$ cat config.mk
export PLATFORM = sky130hd
export DESIGN_NAME = fp32_convert_compare_unit_flat
export DESIGN_NICKNAME = d
export VERILOG_FILES = /design/src/rtl/core/fpcc_pkg.sv /design/src/rtl/core/fpcc_stream_if.sv /design/src/rtl/core/fp32_convert_compare_unit.sv /design/src/flat_wrapper.sv
export SDC_FILE = /design/constraint.sdc
export NUM_CORES = 1
export LEC_CHECK = 0
export BUFFER_PORTS_ARGS = -buffer_cell sky130_fd_sc_hd__buf_2
export CORE_MARGIN = 5
export CORE_UTILIZATION = 39
export CTS_BUF_LIST = sky130_fd_sc_hd__clkbuf_8 sky130_fd_sc_hd__clkbuf_16
export DETAILED_ROUTE_END_ITERATION = 10
export GPL_TIMING_DRIVEN = 0
export SYNTH_ARGS = -nofsm -noshare
export SYNTH_HDL_FRONTEND = slang
export SYNTH_SLANG_ARGS = --single-unit
$ cat constraint.sdc
create_clock -name clk_i -period 9.5 [get_ports clk_i]
set_clock_uncertainty 0.2 [all_clocks]
set_input_delay 1.425 -clock clk_i [delete_from_list [all_inputs] [get_ports clk_i]]
set_output_delay 1.425 -clock clk_i [all_outputs]
set_load 0.05 [all_outputs]
$ cat src/rtl/core/fpcc_pkg.sv
// ----------------------------------------------------------------------------
// fpcc_pkg
// Shared types and constants for the fp32 convert/compare unit.
// ----------------------------------------------------------------------------
package fpcc_pkg;

  localparam int unsigned DataW = 32;
  localparam int unsigned FuncW = 3;
  localparam logic [7:0]  ExpMax = 8'hFF;
  localparam logic [7:0]  Bias   = 8'd127;
  localparam logic [31:0] SignBit = 32'h8000_0000;

  typedef enum logic [FuncW-1:0] {
    FUNC_I2F  = 3'd0,
    FUNC_U2F  = 3'd1,
    FUNC_F2I  = 3'd2,
    FUNC_EQ   = 3'd3,
    FUNC_LT   = 3'd4,
    FUNC_RSV5 = 3'd5,
    FUNC_RSV6 = 3'd6,
    FUNC_RSV7 = 3'd7
  } func_e;

endpackage

$ cat src/rtl/core/fpcc_stream_if.sv
// ----------------------------------------------------------------------------
// fpcc_stream_if
// Valid/ready channels: an input with func and two operands, an output with the result.
// ----------------------------------------------------------------------------
interface fpcc_in_if;
  logic                          valid;
  logic                          ready;
  logic [fpcc_pkg::FuncW-1:0]    func;
  logic [fpcc_pkg::DataW-1:0]    operand_a;
  logic [fpcc_pkg::DataW-1:0]    operand_b;
  modport source (output valid, func, operand_a, operand_b, input ready);
  modport sink   (input valid, func, operand_a, operand_b, output ready);
endinterface

interface fpcc_out_if;
  logic                       valid;
  logic                       ready;
  logic [fpcc_pkg::DataW-1:0] result;
  modport source (output valid, result, input ready);
  modport sink   (input valid, result, output ready);
endinterface

$ cat src/rtl/core/fp32_convert_compare_unit.sv
// ----------------------------------------------------------------------------
// fp32_convert_compare_unit
// int/uint to fp32 (RNE), fp32 to int (truncate), fp32 equal and less.
// ----------------------------------------------------------------------------
//  channel  | dir | payload
//  in_i     | in  | func, operand_a, operand_b
//  out_o    | out | result
//
// Three register stages: S1 magnitude/decode, S2 normalize shift, S3 round/pack.
// One item per cycle sustained while out_o is ready; an accepted item passes
// the S1, S2 and S3 registers in order before out valid rises.
// A stall holds stage 3; an earlier stage moves when the one after it is empty
// or moving. Reset clears the stage valid bits only.
module fp32_convert_compare_unit (
  input  logic clk_i,
  input  logic rst_ni,
  fpcc_in_if.sink    in_i,
  fpcc_out_if.source out_o
);

  // stage valids and advance
  logic v1_q, v2_q, v3_q;
  logic adv1, adv2, adv3;
  assign adv3 = !v3_q || out_o.ready;
  assign adv2 = !v2_q || adv3;
  assign adv1 = !v1_q || adv2;
  assign in_i.ready = adv1;

  // ---------------- stage 1: decode, magnitude, compares, f2i ---------------
  logic [2:0]  func1_d, func1_q;
  logic        sign1_d, sign1_q;
  logic [31:0] mag1_d, mag1_q;     // magnitude, f2i mantissa, or final result for cmp
  logic [4:0]  msb1_d, msb1_q;
  logic [31:0] a, b;
  logic        nan_a, nan_b, zz, lt_raw;
  logic [7:0]  ea;
  logic [23:0] m24;
  logic [7:0]  ue;

  assign a = in_i.operand_a;
  assign b = in_i.operand_b;
  assign ea = a[30:23];
  assign m24 = {1'b1, a[22:0]};
  assign ue = ea - fpcc_pkg::Bias;

  always_comb begin
    nan_a = (a[30:23] == fpcc_pkg::ExpMax) && (a[22:0] != 23'd0);
    nan_b = (b[30:23] == fpcc_pkg::ExpMax) && (b[22:0] != 23'd0);
    zz = (a[30:0] == 31'd0) && (b[30:0] == 31'd0);
    if (a[31] != b[31]) lt_raw = a[31];
    else if (!a[31]) lt_raw = a < b;
    else lt_raw = a > b;
    func1_d = in_i.func;
    sign1_d = 1'b0;
    mag1_d = 32'd0;
    msb1_d = 5'd0;
    unique case (fpcc_pkg::func_e'(in_i.func))
      fpcc_pkg::FUNC_I2F: begin
        sign1_d = a[31];
        mag1_d = a[31] ? (32'd0 - a) : a;
      end
      fpcc_pkg::FUNC_U2F: mag1_d = a;
      fpcc_pkg::FUNC_F2I: begin
        // operand range; shift happens in stage 2
        sign1_d = a[31];
        if (ea == fpcc_pkg::ExpMax || (ea >= fpcc_pkg::Bias && ue >= 8'd31)) begin
          mag1_d = fpcc_pkg::SignBit;
          msb1_d = 5'd31;          // marks saturate
        end else if (ea < fpcc_pkg::Bias) begin
          mag1_d = 32'd0;
        end else begin
          mag1_d = {8'd0, m24};
          msb1_d = ue[4:0];
        end
      end
      fpcc_pkg::FUNC_EQ:
        mag1_d = {31'd0, !nan_a && !nan_b && (a == b || zz)};
      fpcc_pkg::FUNC_LT:
        mag1_d = {31'd0, !nan_a && !nan_b && !zz && lt_raw};
      default: mag1_d = 32'd0;
    endcase
  end

  always_ff @(posedge clk_i or negedge rst_ni) begin
    if (!rst_ni) begin
      v1_q <= 1'b0;
    end else if (adv1) begin
      v1_q <= in_i.valid;
    end
  end
  always_ff @(posedge clk_i) begin
    if (adv1) begin
      func1_q <= func1_d;
      sign1_q <= sign1_d;
      mag1_q <= mag1_d;
      msb1_q <= msb1_d;
    end
  end

  // ---------------- stage 2: leading one and normalize ----------------------
  logic [2:0]  func2_q;
  logic        sign2_q, zero2_d, zero2_q;
  logic [31:0] norm2_d, norm2_q;
  logic [4:0]  lz, msb2_d, msb2_q;

  always_comb begin
    lz = 5'd0;
    for (int i = 0; i < 32; i++) begin
      if (mag1_q[i]) lz = 5'(31 - i);
    end
    zero2_d = (mag1_q == 32'd0);
    msb2_d = 5'd31 - lz;
    norm2_d = mag1_q << lz;
    if (fpcc_pkg::func_e'(func1_q) == fpcc_pkg::FUNC_F2I) begin
      msb2_d = msb1_q;
      if (msb1_q == 5'd31 || zero2_d) norm2_d = mag1_q;
      else if (msb1_q >= 5'd23) norm2_d = mag1_q << (msb1_q - 5'd23);
      else norm2_d = mag1_q >> (5'd23 - msb1_q);
    end else if (fpcc_pkg::func_e'(func1_q) != fpcc_pkg::FUNC_I2F &&
                 fpcc_pkg::func_e'(func1_q) != fpcc_pkg::FUNC_U2F) begin
      norm2_d = mag1_q;
    end
  end

  always_ff @(posedge clk_i or negedge rst_ni) begin
    if (!rst_ni) begin
      v2_q <= 1'b0;
    end else if (adv2) begin
      v2_q <= v1_q;
    end
  end
  always_ff @(posedge clk_i) begin
    if (adv2) begin
      func2_q <= func1_q;
      sign2_q <= sign1_q;
      zero2_q <= zero2_d;
      norm2_q <= norm2_d;
      msb2_q <= msb2_d;
    end
  end

  // ---------------- stage 3: round and pack ---------------------------------
  logic [31:0] res3_d, res3_q;
  logic [24:0] mant_r;
  logic        rnd;
  logic [7:0]  expo;

  always_comb begin
    // norm2_q has leading one at bit 31; keep bit 8 as lsb
    rnd = norm2_q[7] && (norm2_q[6:0] != 7'd0 || norm2_q[8]);
    mant_r = {1'b0, norm2_q[31:8]} + {24'd0, rnd};
    expo = {3'd0, msb2_q} + fpcc_pkg::Bias + {7'd0, mant_r[24]};
    unique case (fpcc_pkg::func_e'(func2_q))
      fpcc_pkg::FUNC_I2F, fpcc_pkg::FUNC_U2F: begin
        if (zero2_q) res3_d = 32'd0;
        else res3_d = {sign2_q, expo,
                       mant_r[24] ? mant_r[23:1] : mant_r[22:0]};
      end
      fpcc_pkg::FUNC_F2I: begin
        if (msb2_q == 5'd31 && norm2_q == fpcc_pkg::SignBit) res3_d = norm2_q;
        else res3_d = sign2_q ? (32'd0 - norm2_q) : norm2_q;
      end
      default: res3_d = norm2_q;
    endcase
  end

  always_ff @(posedge clk_i or negedge rst_ni) begin
    if (!rst_ni) begin
      v3_q <= 1'b0;
    end else if (adv3) begin
      v3_q <= v2_q;
    end
  end
  always_ff @(posedge clk_i) begin
    if (adv3) res3_q <= res3_d;
  end

  assign out_o.valid  = v3_q;
  assign out_o.result = res3_q;

`ifndef SYNTHESIS
  // a stalled output stage holds its result
  a_hold: assert property (@(posedge clk_i) disable iff (!rst_ni)
    v3_q && !out_o.ready |=> v3_q && $stable(res3_q))
    else $error("output changed under stall");
  // input ready follows from downstream space
  a_rdy: assert property (@(posedge clk_i) disable iff (!rst_ni)
    !v1_q |-> in_i.ready)
    else $error("ready low with empty stage 1");
  // an item in stage 2 moves on when the output drains
  a_move: assert property (@(posedge clk_i) disable iff (!rst_ni)
    v2_q && out_o.ready |=> v3_q)
    else $error("item lost between stages");
`endif

endmodule
$ cat src/flat_wrapper.sv
// flat-port wrapper written by rule: the top's interface ports become plain ports
module fp32_convert_compare_unit_flat 
  (clk_i, rst_ni, in_i_valid, in_i_func, in_i_operand_a, in_i_operand_b, in_i_ready, out_o_valid, out_o_result, out_o_ready);
  fpcc_in_if in_i_i ();
  fpcc_out_if out_o_i ();
  input  logic clk_i;
  input  logic rst_ni;
  input wire logic [$bits(in_i_i.valid)-1:0] in_i_valid;
  input wire logic [$bits(in_i_i.func)-1:0] in_i_func;
  input wire logic [$bits(in_i_i.operand_a)-1:0] in_i_operand_a;
  input wire logic [$bits(in_i_i.operand_b)-1:0] in_i_operand_b;
  output wire logic [$bits(in_i_i.ready)-1:0] in_i_ready;
  output wire logic [$bits(out_o_i.valid)-1:0] out_o_valid;
  output wire logic [$bits(out_o_i.result)-1:0] out_o_result;
  input wire logic [$bits(out_o_i.ready)-1:0] out_o_ready;
  assign in_i_i.valid = in_i_valid;
  assign in_i_i.func = in_i_func;
  assign in_i_i.operand_a = in_i_operand_a;
  assign in_i_i.operand_b = in_i_operand_b;
  assign in_i_ready = in_i_i.ready;
  assign out_o_valid = out_o_i.valid;
  assign out_o_result = out_o_i.result;
  assign out_o_i.ready = out_o_ready;
  fp32_convert_compare_unit u_core (.clk_i(clk_i), .rst_ni(rst_ni), .in_i(in_i_i), .out_o(out_o_i));
endmodule
; ---- Yosys cells after proc, flatten, opt, wreduce, memory -nomap -nowiden
; Cells that the tools add are included.
[op_classes]
n_addsub = 9
n_mul = 0
n_div = 0
magnitude_cmp = 6
eq_ne = 15
shifts = 3
n_mux = 50
bitwise = 0
reduce_logical = 35
[op_table]
columns = op, n
row1 = $mux W32, 9
row2 = $mux W5, 35
row3 = $pmux W32 S5, 1
row4 = $pmux W32 S2, 1
row5 = $shl A32 B5 Y32, 2
row6 = $sub A1 B32 Y32 const A, 2
row7 = $logic_not A31 Y1, 2
row8 = $reduce_bool A23 Y1, 2
row9 = $eq A32 B32 Y1, 1
row10 = $eq A32 B32 Y1 const B, 1
row11 = $gt A32 B32 Y1, 1
row12 = $logic_not A32 Y1, 1
row13 = $lt A32 B32 Y1, 1
row14 = $shr A32 B5 Y32, 1
row15 = $add A24 B1 Y25, 1
row16 = $mux W24, 1
row17 = $mux W23, 1
row18 = $eq A8 B8 Y1 const B, 2
row19 = $eq A3 B2 Y1 const B, 4
row20 = $logic_and A1 B1 Y1, 11
row21 = $eq A5 B5 Y1 const B, 2
row22 = $sub A5 B5 Y5 const A, 2
row23 = $add A5 B7 Y8 const B, 1
row24 = $add A8 B1 Y8, 1
row25 = other kinds (17), 32
[totals]
regBits = 118
latch_bits = 0
ramBits = 0
mem_bits_ro = 0
inputBits = 71
elab_cells = 131
n_memories = 0

; ---- Longest topological paths before layout
; Gate-level depths: netlist of the first run.
[logic_depth]
word_depth = 35
mapped_depth = 15

; ---- Worst setup path before layout of the first run
; Ideal clock, no wire load.
[synth_path]
path_type = input -> output
startpoint = input out_o_ready
endpoint = output in_i_ready
arrival_ps = 3096
required_ps = 7875
slack_ps = 4779
cell_stages = 1
cell_sequence = nand4b_1
[synth_between]
elab_chain_len = 3
[synth_lines]
columns = element, line_no
row1 = start: declaration, flat_wrapper.sv:15  ; input wire logic [$bits(out_o_i.ready)-1:0] out_o_ready;
row2 = $logic_or A1 B1 Y1, fp32_convert_compare_unit.sv:24  ; assign adv3 = !v3_q || out_o.ready;
row3 = $logic_or A1 B1 Y1, fp32_convert_compare_unit.sv:25  ; assign adv2 = !v2_q || adv3;
row4 = $logic_or A1 B1 Y1, fp32_convert_compare_unit.sv:26  ; assign adv1 = !v1_q || adv2;
row5 = end: declaration, flat_wrapper.sv:12  ; output wire logic [$bits(in_i_i.ready)-1:0] in_i_ready;
; Every way passes these cells.

; ---- Worst setup path after layout of the first run
[layout_path]
startpoint = register u_core.msb1_q[3]
endpoint = register u_core.norm2_q[14], data pin
[layout_between]
elab_chain_len = 5
[layout_lines]
columns = element, line_no
row1 = start: declaration, fp32_convert_compare_unit.sv:33  ; logic [4:0] msb1_d, msb1_q;
row2 = start signal: assignment, fp32_convert_compare_unit.sv:96  ; msb1_q <= msb1_d;
row3 = "$sub A5 B5 Y5, on equally long branches", "fp32_convert_compare_unit.sv:118, fp32_convert_compare_unit.sv:117"
row4 = $shr A32 B5 Y32 / $shl A32 B5 Y32 (equally long branches), "fp32_convert_compare_unit.sv:118, fp32_convert_compare_unit.sv:117"
row5 = $mux W32, fp32_convert_compare_unit.sv:117  ; else if (msb1_q >= 5'd23) norm2_d = mag1_q << (msb1_q - 5'd23);
row6 = $mux W32 (*), fp32_convert_compare_unit.sv:116  ; if (msb1_q == 5'd31 || zero2_d) norm2_d = mag1_q;
row7 = $mux W32 (*), fp32_convert_compare_unit.sv:114  ; if (fpcc_pkg::func_e'(func1_q) == fpcc_pkg::FUNC_F2I) begin
row8 = named net u_core.norm2_d[14], fp32_convert_compare_unit.sv:103  ; logic [31:0] norm2_d, norm2_q;
row9 = end signal: assignment, fp32_convert_compare_unit.sv:137  ; norm2_q <= norm2_d;
row10 = end: declaration, fp32_convert_compare_unit.sv:103
; Mark *: on every way through the listed nets, which the timed path passes. The rest lies on a longest branch.
; A chain may end at the register's enable or synchronous reset.

==> results.md, run 1 <==
* Outcome: completed
* WL final at approximately 65 mm
* Hold path depth at 0
* Reg-to-reg startpoint: u_core.msb1_q[3]
* CTS tree: built
* Leading cell type in the layout, fill and taps excluded: nand2_1
* Worst hold path type: reg -> reg
* Total CTS buffers at 17
* CTS HTree Levels at 4
* # rows at between 60 and 70
* Register area share after synthesis at between 20% and 30%
* Worst hold slack at about 0.22 ns
* Syn nets at 1820
* Grt ovf at 0
* Area of placed instances at roughly 15000 µm²
* FF-to-FF End: u_core.norm2_q[14]
* Critical Path Sink Type: flip-flop
* Vias in the first global route at about 15000
* TritonCTS Sinks at approximately 120
* DRC errors left at 0
* Max Root-Sink Buffers at 2
* Hold Startpoint: u_core.sign1_q
* Resized cells post-CTS at 0
* Gp weighted congestion at 1.03
* Worst R2R Setup Slack at about 4.4 ns
* Core area at between 30000 and 40000 µm²
* Slew @ Worst Pin at around 1.3 ns
* Hold Path Sink: u_core.sign2_q
* DR iter-0 viols at around 1700
* Avg Cell Area, Syn at 8.16 µm²
* Hpwl dp at about 51 mm
* Type of origin of the critical path: flip-flop
* Share of layout cells above drive strength 1 at 14.9%
* Yosys reg bits at roughly 120
* Crit Path Category: reg -> reg
* Slew Limit Fails at 0
* Leakage at 5.73 nW
* Routed WL per cell at roughly 28 µm
* Setup violators final at 0
* Fin crit share at 53.9%
* Post-route cell area at 15600 µm²
* Die W at around 200 µm
* GRT Total Usage at between 30% and 40%
* Fmax at between 0.15 and 0.2 GHz
* Yosys warns at 0
* Clock Latency Late Sink at between 0.4 and 0.5 ns
* Worst vdd ir at between 0.1 and 0.15 mV
* Die Span Y at a little under 200 µm
* Clk root buf: clkbuf_16
* RSZ-0062 raised after global routing: no
* Met2 usage at approximately half
* Final setup TNS at 0 ns
* DR vias at between 15000 and 20000
* DRT Pass-1 Iters at 5
* Postcts setup bufs at 0
* Cts hold-fix bufs at 0
* First-pass GRT wire length at around 95 mm
* Crit path time final at 5.12 ns
* Top Ports at roughly 110
* Max-cap violations at 0
* Most frequent cells in the layout: 184 x nand2_1, 139 x nor2_1, 135 x o21ai_0
* Mapped Cells at 1706
* Clk slew on worst S/H paths at approximately 0.06 ns
* Crit path DAT at 5.10 ns
* Vias/cell at between 6 and 7
* Number of enable flip-flop cells after synthesis at 115
* Async S/R FF share, synth at roughly 2.5%
* Filler cell count at 3661
* Distinct cell type count after synthesis at ~90
* Main synth FF type: edfxtp_1
* Max_slew headroom at approximately a tenth
* Die area at roughly 40000 µm²
* Port Buffers at 104
* Layout area overhead at 12.2%
* Worst-path fanout max at 10
* Busiest grt layer: met2
* Final hold viol count at 0
* Worst Reg-to-Reg Cells at 15
* Initial antenna violation count at 1
* WP data required at around 9.5 ns
* Synth Cell Area at 13900 µm²
* Largest net degree at the start of global routing at 34
* Starting Density at between 30 and 40%
* Met1 usage at between 30% and 40%
* Post-layout net count at about 1900
* Met3 Resource Use GR at roughly 7.7%
* P per Cell Area at between 150 and 200 nW/µm²
* ANT nets after route at 0
routing by layer:
layer | vias to the layer above | wire, µm
met5 | - | 11
met4 | 2 | 4920
met3 | 262 | 6270
met2 | 1018 | 29300
met1 | 7214 | 24600
li1 | 6771 | -
power by group:
group / total, mW / leakage [nW] / internal, mW / switching [mW]
logic: 1.56 / 4.21 / 0.500 / 1.06
registers: 0.776 / 1.27 / 0.695 / 0.0818
clock network: 0.615 / 0.261 / 0.337 / 0.278
total: 2.95 / 5.73 / 1.53 / 1.42
cells by family (layout without fill, tap and decap cells):
kind of cell | after synthesis | in the layout | share of synthesized area [%]
AO/OA/AOI/OAI | 533 | 533 | 25.5
flip-flops | 118 | 118 | 25.3
multiplexers | 170 | 170 | 15.8
buffers and inverters | 215 | 355 | 6.49
adder cells (fa/ha/maj) | 43 | 43 | 3.86
other | 0 | 1 | 0
AND/OR/NAND/NOR | 580 | 580 | 20.1
XOR/XNOR | 47 | 47 | 2.96
critical path, cell delays in order (launching register included):
cell	delay [ns]
edfxtp_1	0.36
clkbuf_1	0.32
inv_1	0.16
clkbuf_1	0.31
clkbuf_1	0.39
ha_1	0.33
a41o_1	0.29
nand2_1	0.07
a21oi_1	0.08
a31oi_1	0.46
clkbuf_1	0.58
o221ai_1	0.25
a31oi_1	0.60
o21ai_0	0.16
a21oi_1	0.17
o21ai_0	0.12
cell usage after synthesis (16+ instances only):
cell type / number / area share, %
nand2_1: 184 / 5.0
nor2_1: 139 / 3.7
o21ai_0: 135 / 4.9
a21oi_1: 120 / 4.3
edfxtp_1: 115 / 25
clkbuf_1: 104 / 2.8
mux2i_1: 98 / 7.0
inv_1: 58 / 1.6
nand3_1: 48 / 1.7
ha_1: 43 / 3.9
mux2_2: 35 / 2.8
mux4_2: 35 / 5.7
nor3_1: 33 / 1.2
a211oi_1: 28 / 1.5
nor4_1: 26 / 1.2
o211ai_1: 26 / 1.4
xor2_1: 24 / 1.5
a31oi_1: 23 / 1.0
buf_2: 23 / 0.83
xnor2_1: 23 / 1.4
and2_1: 22 / 0.99
nand4_1: 20 / 0.90
a22oi_1: 19 / 1.0
nand2b_1: 19 / 0.85
buf_1: 18 / 0.49
o31ai_1: 17 / 0.92
or3_1: 17 / 0.76
and3_1: 16 / 0.72
cell type report:
class	count	area, µm²	area share (%)
Multi-Input combinational cell	1373	9490	60.8
Sequential cell	118	3530	22.6
Buffer	157	686	4.39
Timing Repair Buffer	108	577	3.69
Tap cell	461	577	3.69
Clock buffer	17	425	2.72
Inverter	58	218	1.39
Clock inverter	15	119	0.761
Antenna cell	1	2.50	0.0160
worst max-delay path by stage:
stage | start | slack (ns) | end | depth (start not counted)
6_report | u_core.msb1_q[3] | 4.38 | u_core.norm2_q[14] | 15
5_1_grt | u_core.msb1_q[3] | 4.19 | u_core.norm2_q[14] | 15
4_1_cts | u_core.msb1_q[3] | 4.45 | u_core.norm2_q[14] | 15
3_5_place_dp | u_core.msb1_q[3] | 4.46 | u_core.norm2_q[14] | 15
3_3_place_gp | out_o_ready | 3.80 | in_i_ready | 3
2_1_floorplan | out_o_ready | 4.78 | in_i_ready | 1
registers in the layout (all words and copies together), names as in the netlist:
register             cells
u_core.mag1_q           32
u_core.norm2_q          32
u_core.out_o.result     32
u_core.msb1_q            5
u_core.msb2_q            5
u_core.func1_q           3
u_core.func2_q           3
u_core.out_o.valid       1
u_core.sign1_q           1
u_core.sign2_q           1
u_core.v1_q              1
u_core.v2_q              1
u_core.zero2_q           1
stage by stage:
step	util, %	instances	power (mW)	worst slack [ns]
2_1_floorplan	-	1706	1.77	4.78
3_3_place_gp	42.4	2271	2.29	3.80
3_5_place_dp	42.6	2275	2.28	4.46
4_1_cts	44.1	2307	2.90	4.45
5_1_grt	44.1	2307	3.07	4.19
6_report	44.1	2308	2.95	4.38
Power figures use the tool's default switching activity.
==> inputs of run 2 (changes only) <==
--- a/config.mk
+++ b/config.mk
@@ -5,6 +5,7 @@
 export SDC_FILE = /design/constraint.sdc
 export NUM_CORES = 1
 export LEC_CHECK = 0
+export ABC_AREA = 1
 export BUFFER_PORTS_ARGS = -buffer_cell sky130_fd_sc_hd__buf_2
 export CORE_MARGIN = 5
 export CORE_UTILIZATION = 39
==> constraint.sdc (replaced) <==
create_clock -name clk_i -period 4.1 [get_ports clk_i]
set_clock_uncertainty 0.2 [all_clocks]
set_input_delay 0.615 -clock clk_i [delete_from_list [all_inputs] [get_ports clk_i]]
set_output_delay 0.615 -clock clk_i [all_outputs]
set_load 0.05 [all_outputs]
==> results.md, run 2 <==
* Reg-to-reg startpoint: u_core.mag1_q[3]
* DR iter-0 viols at roughly 2200
* Worst hold slack at about 0.15 ns
* Worst R2R Setup Slack at around 0.036 ns
* # rows at between 60 and 70
* Post-layout net count at around 2500
* Fin crit share at 99.1%
* Layout area overhead at 17.5%
* Crit path DAT at around 4.1 ns
* FF-to-FF End: u_core.norm2_q[30]
* Slew @ Worst Pin at about 1.3 ns
* Max_slew headroom at roughly 15%
* Final setup TNS at 0 ns
* Worst hold path type: in -> reg
* Top-area cell type share of the netlist area at between 20% and 30%
* Slowest cell on crit path: clkbuf_1
* Async S/R FF share, synth at between 2 and 3%
* Multi-input logic area at 9020 µm²
* Top sig layer: met5
* Number of enable flip-flop cells after synthesis at about 120
* Worst vdd ir at between 0.3 and 0.4 mV
* Hpwl dp at approximately 52 mm
* Yosys reg bits at 118
* Leakage at approximately 7 nW
* Register area at between 3000 and 4000 µm²
* ANT nets after route at 0
* Outcome: completed
* WL met2 at around 30 mm
* Die Span Y at between 150 and 200 µm
* Filler cell count at ~3700
* Type of origin of the critical path: flip-flop
* DRT Pass-1 Iters at 8
* Final hold viol count at 0
* Share of layout cells above drive strength 1 at around 13%
* Port Buffers at between 100 and 150
* Starting Density at 39.7%
* Max-cap violations at 0
* WP data required at slightly above 4 ns
* Largest delay contributor family on the critical path: simple AND/OR/NAND/NOR gates
* CP max stage delay at between 0.5 and 0.6 ns
* Clock Latency Late Sink at 0.46 ns
* Slew Limit Fails at 0
* Crit path time final at just over 4 ns
* Die area at about 40000 µm²
* Synth Cell Area at around 14000 µm²
* Grt ovf at 0
* Mapped Cells at between 2000 and 2500
* Crit path cell chain: inv_1 > a311oi_1 > o311ai_0 > nand3_1 > nand3_1 > nand3_1 > nand3_1 > nand2_1 > nand2_1 > nand2_1 > nand2_1 > nand2_1 > a31oi_2 > clkbuf_1 > nand3_1 > nand3_1 > nand4_1 > nand3_1 > nand3_1 > nand2_1 > inv_1
* Most frequent cells after synthesis: 452 x nand2_1, 323 x nand3_1, 272 x inv_1
* Initial antenna violation count at 3
* Hold Path Sink: u_core.v1_q
* Register area share after synthesis at 25.6%
* Gp weighted congestion at between 1 and 1.5
* Total CTS buffers at 17
* CTS tree: built
* Largest net degree at the start of global routing at between 40 and 50
* Main synth FF type: edfxtp_1
* RSZ-0062 raised after global routing: yes
* Leading cell type in the layout, fill and taps excluded: nand2_1
* Syn nets at about 2300
* Critical Path Sink Type: flip-flop
* TritonCTS Sinks at ~120
* Power Total at between 7 and 8 mW
* Hold path depth at 3
* Avg Cell Area, Syn at around 6.3 µm²
* Hold Startpoint: in_i_valid
* DRC errors left at 0
* WL final at between 60 and 70 mm
* Worst-path fanout max at 10
* Area contributors post-synth: edfxtp_1 25%, nand2_1 12%, nand3_1 12%
* Met3 wire len at approximately 6.1 mm
* GRT Total Usage at around a third
* Distinct cell type count after synthesis at between 50 and 60
* Vias/cell at between 6 and 7
* P per Cell Area at approximately 440 nW/µm²
* Most frequent CP cell: nand3_1
* Clk root buf: clkbuf_16
* Routed WL per cell at around 23 µm
* Yosys warns at 0
* Top Ports at between 100 and 150
* Crit Path Category: reg -> reg
* Buf/Inv on CP at 3
* DRT met1 WL at about 27 mm
* Fmax at between 0.2 and 0.25 GHz
* Most frequent cells in the layout: 445 x nand2_1, 277 x nand3_1, 266 x inv_1
* Cell taking the most area after synthesis: edfxtp_1
* Core area at 34700 µm²
* Vias in the first global route at 15800
* Worst Reg-to-Reg Cells at 21
* Most common cell in the netlist: nand2_1
* DR vias at between 15000 and 20000
* CTS HTree Levels at 4
* Die W at 198 µm
* Setup violators final at 0
* Clk slew on worst S/H paths at roughly 0.080 ns
* First-pass GRT wire length at just under 100 mm
* Max Root-Sink Buffers at 2
[run 2: changes by cell type after synthesis, moves of 19 or more]
cell      delta
and2_1      -20
a211oi_1    -25
mux2_2      -35
xnor2_1     -22
mux2i_1     -81
nand2b_1    -19
inv_1      +214
o21ai_0     +86
mux4_2      -35
nand3_1    +275
nand2_1    +268
nor2_1      +25
[run 2: routing by layer]
metal / GRT usage (%) / vias up
met5: 0 / -
met1: 43.1 / 7960
met3: 6.33 / 167
met2: 51.6 / 996
met4: 14.4 / 2
li1: - / 7915
[run 2: through the flow]
| stage | util [%] | worst slack (ns) | instance area, µm² | cells |
|---|---|---|---|---|
| 4_1_cts | 44.8 | 0.00490 | 15500 | 2785 |
| 3_5_place_dp | 42.9 | -0.894 | 14900 | 2754 |
| 6_report | 46.6 | 0.0359 | 16200 | 2815 |
| 3_3_place_gp | 42.8 | -1.50 | 14900 | 2753 |
| 2_1_floorplan | - | 0.520 | 13800 | 2194 |
| 5_1_grt | 46.6 | -0.193 | 16200 | 2814 |
[run 2: what timing repair did]
| item | in CTS | in global routing |
|---|---|---|
| hold endpoints to repair | 3 | 0 |
| pin swaps | 0 | 14 |
| buffers inserted | 2 | 29 |
| hold buffers | 1 | 0 |
| gates resized for setup | 12 | 114 |
| setup endpoints to repair | 38 | 60 |
| cloned | 0 | 1 |
[run 2: worst max-delay path by stage]
stage	from	to	slack (ns)	cells past startpoint
after floorplan	u_core.out_o.valid	in_i_ready	0.52	3
after global placement	u_core.mag1_q[31]	u_core.norm2_q[5]	-1.50	18
after detailed placement	u_core.mag1_q[31]	u_core.norm2_q[5]	-0.89	18
after CTS	u_core.mag1_q[6]	u_core.norm2_q[30]	0.005	37
after global routing	u_core.mag1_q[1]	u_core.norm2_q[14]	-0.19	40
final	u_core.mag1_q[3]	u_core.norm2_q[30]	0.04	21
[run 2: logic make-up (layout without fill, tap and decap cells)]
family / after synthesis / after routing / synth area share (%)
AND/OR/NAND/NOR: 1057 / 1057 / 33.7
flip-flops: 118 / 118 / 25.6
AO/OA/AOI/OAI: 513 / 513 / 22.0
XOR/XNOR: 24 / 24 / 1.53
other: 0 / 1 / 0
adder cells (fa/ha/maj): 43 / 43 / 3.91
multiplexers: 17 / 17 / 1.24
buffers and inverters: 422 / 587 / 11.9
[run 2: cell type report]
cell class / instances / share of cell area (%)
multi-input combinational: 1654 / 55.7
sequential: 118 / 21.8
inverter: 289 / 6.73
timing repair buffer: 138 / 5.07
buffer: 128 / 3.54
tap: 455 / 3.52
clock buffer: 17 / 2.63
clock inverter: 15 / 0.951
antenna: 1 / 0.0155
[run 2: worst min-delay path, stage by stage]
cell     delay (ns)
buf_2          0.07
inv_1          0.03
nand2_1        0.05
[run 2: power by group]
part           leakage [nW]  internal [mW]  switching (mW)
clock network         0.281          0.895           0.646
logic                  5.66           1.02            2.62
registers              1.27           1.62           0.249
